===== src/design/mbpc_pkg.sv =====
// ----------------------------------------------------------------------------
// mbpc_pkg
// Shared constants and types of the button press classifier.
// ----------------------------------------------------------------------------
package mbpc_pkg;

    localparam int NUM_BUTTONS_DEF = 16;
    localparam int TIME_BITS_DEF   = 32;

    localparam int LEVEL_BITS  = 16;
    localparam int NOW_BITS    = 32;
    localparam int MASK_BITS   = 16;
    localparam int THRESH_BITS = 16;

    localparam int CFG_INDEX_BITS = 2;
    localparam int CFG_DATA_BITS  = THRESH_BITS;

    localparam logic [CFG_INDEX_BITS-1:0] REG_SHORT_PRESS = CFG_INDEX_BITS'(0);
    localparam logic [CFG_INDEX_BITS-1:0] REG_LONG_PRESS  = CFG_INDEX_BITS'(1);

    localparam logic [THRESH_BITS-1:0] SHORT_PRESS_RESET = THRESH_BITS'(60);
    localparam logic [THRESH_BITS-1:0] LONG_PRESS_RESET  = THRESH_BITS'(500);

    // Events one lane reports for the current scan.
    typedef struct packed {
        logic short_release;
        logic hold_begin;
        logic hold_release;
    } lane_evt_t;

endpackage


===== src/design/mbpc_lane.sv =====
// ----------------------------------------------------------------------------
// mbpc_lane
// Press tracker for one button: start time, timing flag and press phase.
// ----------------------------------------------------------------------------
module mbpc_lane #(
    parameter int TIME_BITS = mbpc_pkg::TIME_BITS_DEF
) (
    input  logic                               clk,
    input  logic                               rst_n,
    input  logic                               accept,
    input  logic                               pressed,
    input  logic [TIME_BITS-1:0]               now,
    input  logic [mbpc_pkg::THRESH_BITS-1:0]   short_ms,
    input  logic [mbpc_pkg::THRESH_BITS-1:0]   long_ms,
    output mbpc_pkg::lane_evt_t                evt
);

    typedef enum logic [1:0] {
        PH_IDLE  = 2'd0,
        PH_SHORT = 2'd1,
        PH_HELD  = 2'd2,
        PH_SPARE = 2'd3
    } phase_t;

    logic [TIME_BITS-1:0] start_reg, start_next;
    logic                 active_reg, active_next;
    phase_t               phase_reg, phase_next;

    logic [TIME_BITS-1:0] elapsed;
    logic                 short_ok, long_ok;
    phase_t               mid_phase;

    // wraps modulo 2^TIME_BITS
    assign elapsed  = now - start_reg;
    assign short_ok = elapsed >= TIME_BITS'(short_ms);
    assign long_ok  = elapsed >= TIME_BITS'(long_ms);

    always_comb
    begin
        start_next  = start_reg;
        active_next = active_reg;
        phase_next  = phase_reg;
        mid_phase   = phase_reg;
        evt         = '0;
        if (pressed)
        begin
            if (!active_reg)
            begin
                start_next  = now;
                active_next = 1'b1;
            end
            else
            begin
                // both steps may land in the same scan
                if (short_ok && phase_reg == PH_IDLE)
                begin
                    mid_phase = PH_SHORT;
                end
                if (long_ok && mid_phase == PH_SHORT)
                begin
                    phase_next     = PH_HELD;
                    evt.hold_begin = 1'b1;
                end
                else
                begin
                    phase_next = mid_phase;
                end
            end
        end
        else
        begin
            evt.hold_release  = (phase_reg == PH_HELD);
            evt.short_release = (phase_reg == PH_SHORT);
            start_next        = '0;
            active_next       = 1'b0;
            phase_next        = PH_IDLE;
        end
    end

    always_ff @(posedge clk or negedge rst_n)
    begin
        if (!rst_n)
        begin
            start_reg  <= '0;
            active_reg <= 1'b0;
            phase_reg  <= PH_IDLE;
        end
        else if (accept)
        begin
            start_reg  <= start_next;
            active_reg <= active_next;
            phase_reg  <= phase_next;
        end
    end

endmodule


===== src/design/mbpc_merge.sv =====
// ----------------------------------------------------------------------------
// mbpc_merge
// Gathers lane events into the three event masks and holds the output word.
// ----------------------------------------------------------------------------
module mbpc_merge #(
    parameter int NUM_BUTTONS = mbpc_pkg::NUM_BUTTONS_DEF
) (
    input  logic                                   clk,
    input  logic                                   rst_n,
    input  logic                                   load,
    input  mbpc_pkg::lane_evt_t [NUM_BUTTONS-1:0]  evt,
    input  logic                                   out_ready,
    output logic                                   out_valid,
    output logic [mbpc_pkg::MASK_BITS-1:0]         short_release_mask,
    output logic [mbpc_pkg::MASK_BITS-1:0]         hold_begin_mask,
    output logic [mbpc_pkg::MASK_BITS-1:0]         hold_release_mask
);

    logic [mbpc_pkg::MASK_BITS-1:0] short_next, begin_next, rel_next;
    logic [mbpc_pkg::MASK_BITS-1:0] short_reg, begin_reg, rel_reg;
    logic                           valid_reg, valid_next;

    // lanes past the mask width are tracked but not reported
    for (genvar i = 0; i < mbpc_pkg::MASK_BITS; i++)
    begin : g_bit
        if (i < NUM_BUTTONS)
        begin : g_lane
            assign short_next[i] = evt[i].short_release;
            assign begin_next[i] = evt[i].hold_begin;
            assign rel_next[i]   = evt[i].hold_release;
        end
        else
        begin : g_none
            assign short_next[i] = 1'b0;
            assign begin_next[i] = 1'b0;
            assign rel_next[i]   = 1'b0;
        end
    end

    assign valid_next = load | (valid_reg & ~out_ready);

    always_ff @(posedge clk or negedge rst_n)
    begin
        if (!rst_n)
        begin
            valid_reg <= 1'b0;
        end
        else
        begin
            valid_reg <= valid_next;
        end
    end

    always_ff @(posedge clk)
    begin
        if (load)
        begin
            short_reg <= short_next;
            begin_reg <= begin_next;
            rel_reg   <= rel_next;
        end
    end

    assign out_valid          = valid_reg;
    assign short_release_mask = short_reg;
    assign hold_begin_mask    = begin_reg;
    assign hold_release_mask  = rel_reg;

endmodule


===== src/design/multi_button_press_classifier_top.sv =====
// Every lane updates its state in the accept cycle; the result word is valid in the
// cycle after. Throughput: one scan per cycle while in_ready is high.
// The single output register takes a new word whenever it is empty or being read.
// Reset (rst_n low, async): all lanes idle with timing cleared, thresholds 60 / 500 ms,
// no result pending.
// ----------------------------------------------------------------------------
// multi_button_press_classifier_top
// Short and long press detector for a bank of active-low buttons.
// ----------------------------------------------------------------------------
module multi_button_press_classifier_top #(
    parameter int NUM_BUTTONS = mbpc_pkg::NUM_BUTTONS_DEF,
    parameter int TIME_BITS   = mbpc_pkg::TIME_BITS_DEF
) (
    input  logic                                 clk,
    input  logic                                 rst_n,
    input  logic                                 cfg_write,
    input  logic [mbpc_pkg::CFG_INDEX_BITS-1:0]  cfg_index,
    input  logic [mbpc_pkg::CFG_DATA_BITS-1:0]   cfg_data,
    input  logic                                 in_valid,
    output logic                                 in_ready,
    input  logic [mbpc_pkg::LEVEL_BITS-1:0]      button_levels,
    input  logic [mbpc_pkg::NOW_BITS-1:0]        now_ms,
    output logic                                 out_valid,
    input  logic                                 out_ready,
    output logic [mbpc_pkg::MASK_BITS-1:0]       short_release_mask,
    output logic [mbpc_pkg::MASK_BITS-1:0]       hold_begin_mask,
    output logic [mbpc_pkg::MASK_BITS-1:0]       hold_release_mask
);

    logic [mbpc_pkg::THRESH_BITS-1:0] short_ms_reg, long_ms_reg;
    logic                             accept;
    logic [TIME_BITS-1:0]             now;
    mbpc_pkg::lane_evt_t [NUM_BUTTONS-1:0] evt;

    always_ff @(posedge clk or negedge rst_n)
    begin
        if (!rst_n)
        begin
            short_ms_reg <= mbpc_pkg::SHORT_PRESS_RESET;
            long_ms_reg  <= mbpc_pkg::LONG_PRESS_RESET;
        end
        else if (cfg_write)
        begin
            unique case (cfg_index)
                mbpc_pkg::REG_SHORT_PRESS: short_ms_reg <= cfg_data;
                mbpc_pkg::REG_LONG_PRESS:  long_ms_reg  <= cfg_data;
                default: ;
            endcase
        end
    end

    assign in_ready = ~out_valid | out_ready;
    assign accept   = in_valid & in_ready;
    assign now      = TIME_BITS'(now_ms);

    for (genvar i = 0; i < NUM_BUTTONS; i++)
    begin : g_lane
        logic pressed;
        // buttons past the input width read as pressed
        if (i < mbpc_pkg::LEVEL_BITS)
        begin : g_pin
            assign pressed = ~button_levels[i];
        end
        else
        begin : g_nopin
            assign pressed = 1'b1;
        end

        mbpc_lane #(
            .TIME_BITS (TIME_BITS)
        ) u_lane (
            .clk      (clk),
            .rst_n    (rst_n),
            .accept   (accept),
            .pressed  (pressed),
            .now      (now),
            .short_ms (short_ms_reg),
            .long_ms  (long_ms_reg),
            .evt      (evt[i])
        );
    end

    mbpc_merge #(
        .NUM_BUTTONS (NUM_BUTTONS)
    ) u_merge (
        .clk                (clk),
        .rst_n              (rst_n),
        .load               (accept),
        .evt                (evt),
        .out_ready          (out_ready),
        .out_valid          (out_valid),
        .short_release_mask (short_release_mask),
        .hold_begin_mask    (hold_begin_mask),
        .hold_release_mask  (hold_release_mask)
    );

endmodule


===== config.mk =====
export PLATFORM = sky130hd
export DESIGN_NAME = multi_button_press_classifier_top
export DESIGN_NICKNAME = d
export VERILOG_FILES = /design/src/design/mbpc_pkg.sv /design/src/design/mbpc_lane.sv /design/src/design/mbpc_merge.sv /design/src/design/multi_button_press_classifier_top.sv
export SDC_FILE = /design/constraint.sdc
export NUM_CORES = 2
export LEC_CHECK = 0
export ABC_AREA = 1
export BUFFER_PORTS_ARGS = -buffer_cell sky130_fd_sc_hd__buf_2
export CELL_PAD_IN_SITES_DETAIL_PLACEMENT = 1
export CELL_PAD_IN_SITES_GLOBAL_PLACEMENT = 2
export CORE_ASPECT_RATIO = 1.5
export CORE_MARGIN = 5
export CORE_UTILIZATION = 39
export DETAILED_ROUTE_END_ITERATION = 10
export HOLD_SLACK_MARGIN = 0.03
export PLACE_DENSITY = 0.92
export SLEW_MARGIN = 5
export SYNTH_ARGS = -nofsm -noshare
export SYNTH_HDL_FRONTEND = slang
export SYNTH_SLANG_ARGS = --single-unit

===== constraint.sdc =====
create_clock -name clk -period 5.7 [get_ports clk]
set_input_delay 0 -clock clk [delete_from_list [all_inputs] [get_ports clk]]
set_output_delay 0 -clock clk [all_outputs]
set_load 0.03 [all_outputs]

* Yosys cells after proc, flatten, opt, wreduce, memory -nomap -nowiden
Index checks and enable logic that the tools add are counted.
** Cells by class
- $add $sub $neg :: 16
- $lt $le $gt $ge :: 32
- Equal/unequal tests :: 65
- Multiplexer cells :: 160
- Bitwise gates (word level) :: 22
- Reduce and logical (&&, ||, !) cells :: 115
** Operator list (count)
- $ge A32 B16 Y1 :: 32
- $mux W32 :: 32
- $sub A32 B32 Y32 :: 16
- $mux W2 :: 96
- $reduce_and A2 Y1 :: 34
- $eq A2 B1 Y1 const B :: 33
- $logic_not A2 Y1 :: 17
- $eq A2 B2 Y1 const B :: 16
- $logic_and A1 B1 Y1 :: 32
- $mux W1 :: 32
- $ne A2 B2 Y1 const B :: 16
- $reduce_bool A2 Y1 :: 16
- $reduce_or A2 Y1 :: 16
- $not A1 Y1 :: 18
- $and A1 B1 Y1 :: 2
- $or A1 B1 Y1 :: 2
** Word-level totals
- Register bits :: 641
- Bits of input ports :: 71
- Output and inout port bits :: 50
- Word-level logic and storage cells :: 509

* Logic depth before layout (Yosys ltp)
- Word-level depth :: 11
- Gate-level depth with buffers :: 25
- Gate-level depth less buffers :: 25

* By module
From an unflattened synthesis, not the netlist that was laid out.
** Second synthesis, totals
- Cell total of the unflattened synthesis :: 13182
- Area total of the unflattened synthesis :: 79477.5 µm²
** Modules (own cells, without submodules)
- mbpc_lane (g_lane[11].u_lane ...) :: times used 10, cells an instance 811, area each 4788.3 µm², sequential area each 875.8 µm²
- mbpc_lane (g_lane[0].u_lane ...) :: times used 5, cells an instance 811, area each 4770.8 µm², sequential area each 875.8 µm²
- mbpc_lane (g_lane[15].u_lane) :: times used 1, cells an instance 803, area each 4822.1 µm², sequential area each 875.8 µm²
- mbpc_merge :: times used 1, cells an instance 53, area each 1481.4 µm², sequential area each 1466.4 µm²
- multi_button_press_classifier_top :: times used 1, cells an instance 161, area each 1436.4 µm², sequential area each 813.3 µm²

* Worst setup path after synthesis
OpenSTA, ideal clock, no wires.
- Path kind :: in2reg
- Start point :: input port now_ms[1] (netlist name)
- End point :: register u_merge.begin_reg, in the netlist u_merge.hold_begin_mask[0] (data pin)
- Library setup time :: 0.255 ns
- Arrival :: 3.191 ns
- Data required time :: 5.445 ns
- Path slack :: 2.254 ns
- Stages :: 19
- Path buffers :: 1
- Path through :: clkinv_1 -> clkbuf_1 -> fa_1 -> inv_1 -> nand3_1 -> nand3_1 -> nand2_1 -> nand2_1 -> nand2_1 -> nand2_1 -> xor2_1 -> ha_1 -> nand2_1 -> inv_1 -> nand2_1 -> nand3_1 -> a31oi_1 -> nand4_1 -> nor3b_1
** Between the ends
- Longest elaborated chain between the ends :: 9
- Elaborated cells on any way between the ends :: 10
- Those cells by class :: add/sub (1); order compare (2); eq/ne (1); mux (4); reduce/logical (2)
** Ends and longest elaborated chain
- from (decl) :: line multi_button_press_classifier_top.sv:22 : input logic [mbpc_pkg::NOW_BITS-1:0] now_ms,
- $sub A32 B32 Y32 (*) :: line mbpc_lane.sv:34 : assign elapsed = now - start_reg;
- $ge A32 B16 Y1 :: line mbpc_lane.sv:35 : assign short_ok = elapsed >= TIME_BITS'(short_ms);
- $logic_and A1 B1 Y1 :: line mbpc_lane.sv:55 : if (short_ok && phase_reg == PH_IDLE)
- $mux W2 :: line mbpc_lane.sv:55
- $mux W2 :: line mbpc_lane.sv:47 : if (!active_reg)
- $mux W2 :: line mbpc_lane.sv:45 : if (pressed)
- $eq A2 B1 Y1 :: line mbpc_lane.sv:59 : if (long_ok && mid_phase == PH_SHORT)
- $logic_and A1 B1 Y1 (*) :: line mbpc_lane.sv:59
- $mux W1 (*) :: line mbpc_lane.sv:59
- to (signal assigned) :: line mbpc_merge.sv:59 : begin_reg <= begin_next;
- to (decl) :: line mbpc_merge.sv:20 : logic [mbpc_pkg::MASK_BITS-1:0] short_reg, begin_reg, rel_reg;
Every way passes the cells marked *; elsewhere a longest branch is shown, timed or not. The select of a mux whose other input is x is not followed.
A chain may end at the register's enable or synchronous reset.

* Worst setup path after layout
- Start point :: register g_lane[8].u_lane.start_reg[0]
- End point :: register u_merge.begin_reg, in the netlist u_merge.hold_begin_mask[8] (data pin)
** Between the ends
- Longest elaborated chain between the ends :: 9
- Elaborated cells on any way between the ends :: 10
- Those cells by class :: add/sub (1); order compare (2); eq/ne (1); mux (4); reduce/logical (2)
** Ends and longest elaborated chain
- from (decl) :: line mbpc_lane.sv:25 : logic [TIME_BITS-1:0] start_reg, start_next;
- from (signal assigned) :: line mbpc_lane.sv:90 : start_reg <= start_next;
- $sub A32 B32 Y32 (*) :: line mbpc_lane.sv:34
- $ge A32 B16 Y1 :: line mbpc_lane.sv:35
- $logic_and A1 B1 Y1 :: line mbpc_lane.sv:55
- $mux W2 :: line mbpc_lane.sv:55
- $mux W2 :: line mbpc_lane.sv:47
- $mux W2 :: line mbpc_lane.sv:45
- $eq A2 B1 Y1 :: line mbpc_lane.sv:59
- $logic_and A1 B1 Y1 (*) :: line mbpc_lane.sv:59
- $mux W1 (*) :: line mbpc_lane.sv:59
Marked as above.

==> results.json <==
{
  "run_status": "finished clean",
  "cp_cell_sequence": "ha_1 -> fa_1 -> nand3b_1 -> nand2_1 -> nand2_1 -> nand2_1 -> nand2_1 -> nand2_1 -> xor2_1 -> ha_1 -> inv_1 -> nor3_1 -> a211oi_1 -> a21oi_1 -> nor2_1 -> nand3_1 -> nand2_1 -> nor3b_1",
  "grt_overflow": 0,
  "cp.arrival_ns": 4.20,
  "synthCells": 11700,
  "setup_ws_ns": 1.96,
  "ios": 121,
  "cts-root-buf": "clkbuf_16",
  "die-width_um": 364,
  "final-seq-area_mm2": 0.0163,
  "cp-end-kind": "flip-flop",
  "drive_gt1_share_pct": 5.70,
  "setup_viol": 0,
  "clock_sinks": 641,
  "grt_usage_pct": 35.3,
  "maxCapViolCount": 0,
  "avgSynthCellArea_um2": 6.27,
  "seq_area_frac_synth_pct": 22.2,
  "ys_ff_latch": 641,
  "cp_slowest_cell": "fa_1",
  "cts-htree-levels": 3,
  "grt_antenna_before_repair": 29,
  "vdd.ir_drop.worst_mv": 0.242,
  "stdcell_count": 14500,
  "min_period_over_period_pct": 65.7,
  "fin_worst_skew_ns": 0.0380,
  "syn-num-nets": 12800,
  "core_mm2": 0.188,
  "ant_nets": 0,
  "fill_cells": 25100,
  "place_inst": 14300,
  "insertion_delay_ns": 0.73,
  "r2r_cells": 18,
  "min_path_cells": 4,
  "grt_max_degree": 137,
  "p_per_area_mw_per_mm2": 331,
  "period_minus_slack_ns": 3.74,
  "multi_input_area_mm2": 0.0476,
  "clkTransAtPathRegs_ns": 0.06,
  "place_hpwl_mm": 275,
  "fmax_mhz": 267,
  "hold_viol": 0,
  "clock_path_buffers": 3,
  "relSlewSlack_pct": 7.87,
  "cts_resized": 0,
  "drt_pass1_iterations": 8,
  "numCtsBuffers": 81,
  "nNetsFinal": 13000,
  "grt_pass1_vias": 84800,
  "gp_congestion": 1.01,
  "power_w": 0.0268,
  "vias": 80100,
  "viasPerCell": 5.53,
  "hold_path_class": "input port to flip-flop",
  "first_iter_violations": 4845,
  "rows": 195,
  "start_util_pct": 39.1,
  "wl_mm": 358,
  "hold_slack_ns": 0.103,
  "finalMaxSlewViolations": 0,
  "synthToLayoutAreaGrowth_pct": 10.3,
  "criticalPathCategory": "flip-flop to flip-flop",
  "pre_cts_slack_ns": 1.81,
  "rsz0062_at_grt": "false",
  "cp_common_cell": "nand2_1",
  "crit_path_max_fanout": 4,
  "startpoint_type": "flip-flop",
  "power.leakage_nw": 45.2,
  "cp_slowest_stage_delay_ns": 0.41,
  "wl_per_cell_um": 24.7,
  "largest_register_ff_count": 512,
  "grt_pass1_wl_mm": 520,
  "die_area_mm2": 0.197,
  "synth_cell_type_count": 51,
  "drcViolationCount": 0,
  "fin_setup_tns_ns": 0,
  "portBuffers": 120,
  "dieHeight_um": 541,
  "tightestPinTransition_ns": 1.37,
  "required_ns": 6.15,
  "cts_tree": "done",
  "synthesis.area_mm2": 0.0734,
  "yosys_warnings": 0
}
## cell usage after synthesis, drive strengths merged
library cell / number / area, um2
nand2: 3846 / 14700
inv: 2400 / 9010
ha: 1008 / 12600
nor2: 938 / 3710
a21oi: 588 / 2970
dfrtp: 583 / 14600
nand3: 527 / 2710
o22ai: 488 / 3050
o21ai: 248 / 1260
xor2: 225 / 1970
nor3: 171 / 921
nand4: 155 / 995
clkbuf: 141 / 529
o21bai: 74 / 559
nand3b: 60 / 488
edfxtp: 48 / 1440
a211oi: 42 / 315
xnor2: 25 / 219
and2: 22 / 138
fa: 16 / 320
a31oi: 15 / 93.8
o21a: 13 / 97.6
a21boi: 12 / 90.1
dfstp: 10 / 263
buf: 9 / 43.8
and3: 8 / 50.1
nor3b: 8 / 65.1
a21o: 6 / 45.0
nor4: 5 / 31.3
o31ai: 4 / 30.0
clkinv: 3 / 11.3
or2: 3 / 18.8
o211ai: 2 / 15.0
o221ai: 1 / 8.76
## power breakdown
| part | internal (W) | total, W | switching (W) |
|---|---|---|---|
| Clock | 0.00317 | 0.00568 | 0.00251 |
| Combinational | 0.00508 | 0.0157 | 0.0106 |
| Sequential | 0.00520 | 0.00546 | 0.000262 |
| Total | 0.0135 | 0.0268 | 0.0133 |
## timing repair
item / in CTS / in global routing
buffers inserted: 0 / 0
hold buffers: 40 / 0
endpoints found under the hold margin: 754 / 0
## layer usage
layer | wire (um) | vias to the layer above | global-route usage [%] | share of wire [%]
li1 | - | 37600 | - | -
met1 | 136000 | 39100 | 39.2 | 38
met2 | 170000 | 2315 | 60.5 | 48
met3 | 20000 | 986 | 5.40 | 5.6
met4 | 31300 | 12 | 27.2 | 8.8
met5 | 83 | - | 0 | 0.023
## kinds of logic (layout without fill, tap and decap cells)
group,Yosys count,count (layout),share of synthesized area (%)
buffers and inverters,2553,2848,13.1
adder cells (fa/ha/maj),1024,1024,17.6
XOR/XNOR,250,250,2.98
other,0,25,0
AND/OR/NAND/NOR,5743,5743,32.5
flip-flops,641,641,22.2
AO/OA/AOI/OAI,1493,1493,11.6
## cell usage in the layout, fill, tap and decap left out, types with 25 or more instances in the layout
master | Yosys | layout
a211oi_1 | 42 | 42
o21ai_0 | 225 | 225
xnor2_1 | 25 | 25
nor3_1 | 158 | 158
nor2_2 | 53 | 59
ha_1 | 1008 | 1008
nand2_1 | 3750 | 3748
dfrtp_1 | 583 | 583
xor2_1 | 225 | 225
clkbuf_16 | 0 | 83
inv_1 | 2375 | 2342
buf_4 | 2 | 128
nand3_1 | 512 | 512
nand3b_1 | 57 | 57
nor2_1 | 878 | 866
nand4_1 | 151 | 151
o22ai_1 | 488 | 488
nand2_2 | 90 | 91
edfxtp_1 | 48 | 48
a21oi_1 | 582 | 578
inv_2 | 25 | 50
dlygate4sd3_1 | 0 | 39
buf_2 | 2 | 119
o21bai_1 | 73 | 73
diode_2 | 0 | 25
## stage by stage
step / area (um2) / util, %
global placement: 77700 / 41.4
finish: 80900 / 43.1
detailed placement: 77700 / 41.4
floorplan: 73400 / -
CTS: 80900 / 43.1
global route: 80900 / 43.1
## layout make-up
class                      count  share of cell area, %
antenna                       25                 0.0773
tap                         2462                   3.81
clock buffer                  99                   2.74
timing repair buffer         294                   2.61
multi-input combinational   8510                   58.8
sequential                   641                   20.1
clock inverter                52                  0.696
inverter                    2403                   11.2
## critical path: cells and delay by family, from the launching register on
kind	cells	cell delay [ns]
simple gates	11	1.54
flops	1	0.39
fa+ha+maj	3	0.89
xor+xnor	1	0.26
compound gates	2	0.29
buf+inv	1	0.08
## worst paths after layout
kind | endpoint | slack, ns | from
min in group asynchronous | g_lane[9].u_lane.start_reg[15] | 0.60 | rst_n
max in group asynchronous | g_lane[13].u_lane.phase_reg[0] | 4.16 | rst_n
worst max register to register | u_merge.hold_begin_mask[8] | 1.96 | g_lane[8].u_lane.start_reg[0]
worst min register to register | short_ms_reg[1] | 0.49 | short_ms_reg[1]
worst min-delay path | short_ms_reg[13] | 0.10 | cfg_data[13]
worst max-delay path | u_merge.hold_begin_mask[8] | 1.96 | g_lane[8].u_lane.start_reg[0]
No activity file was read; power rests on OpenSTA's default activity.
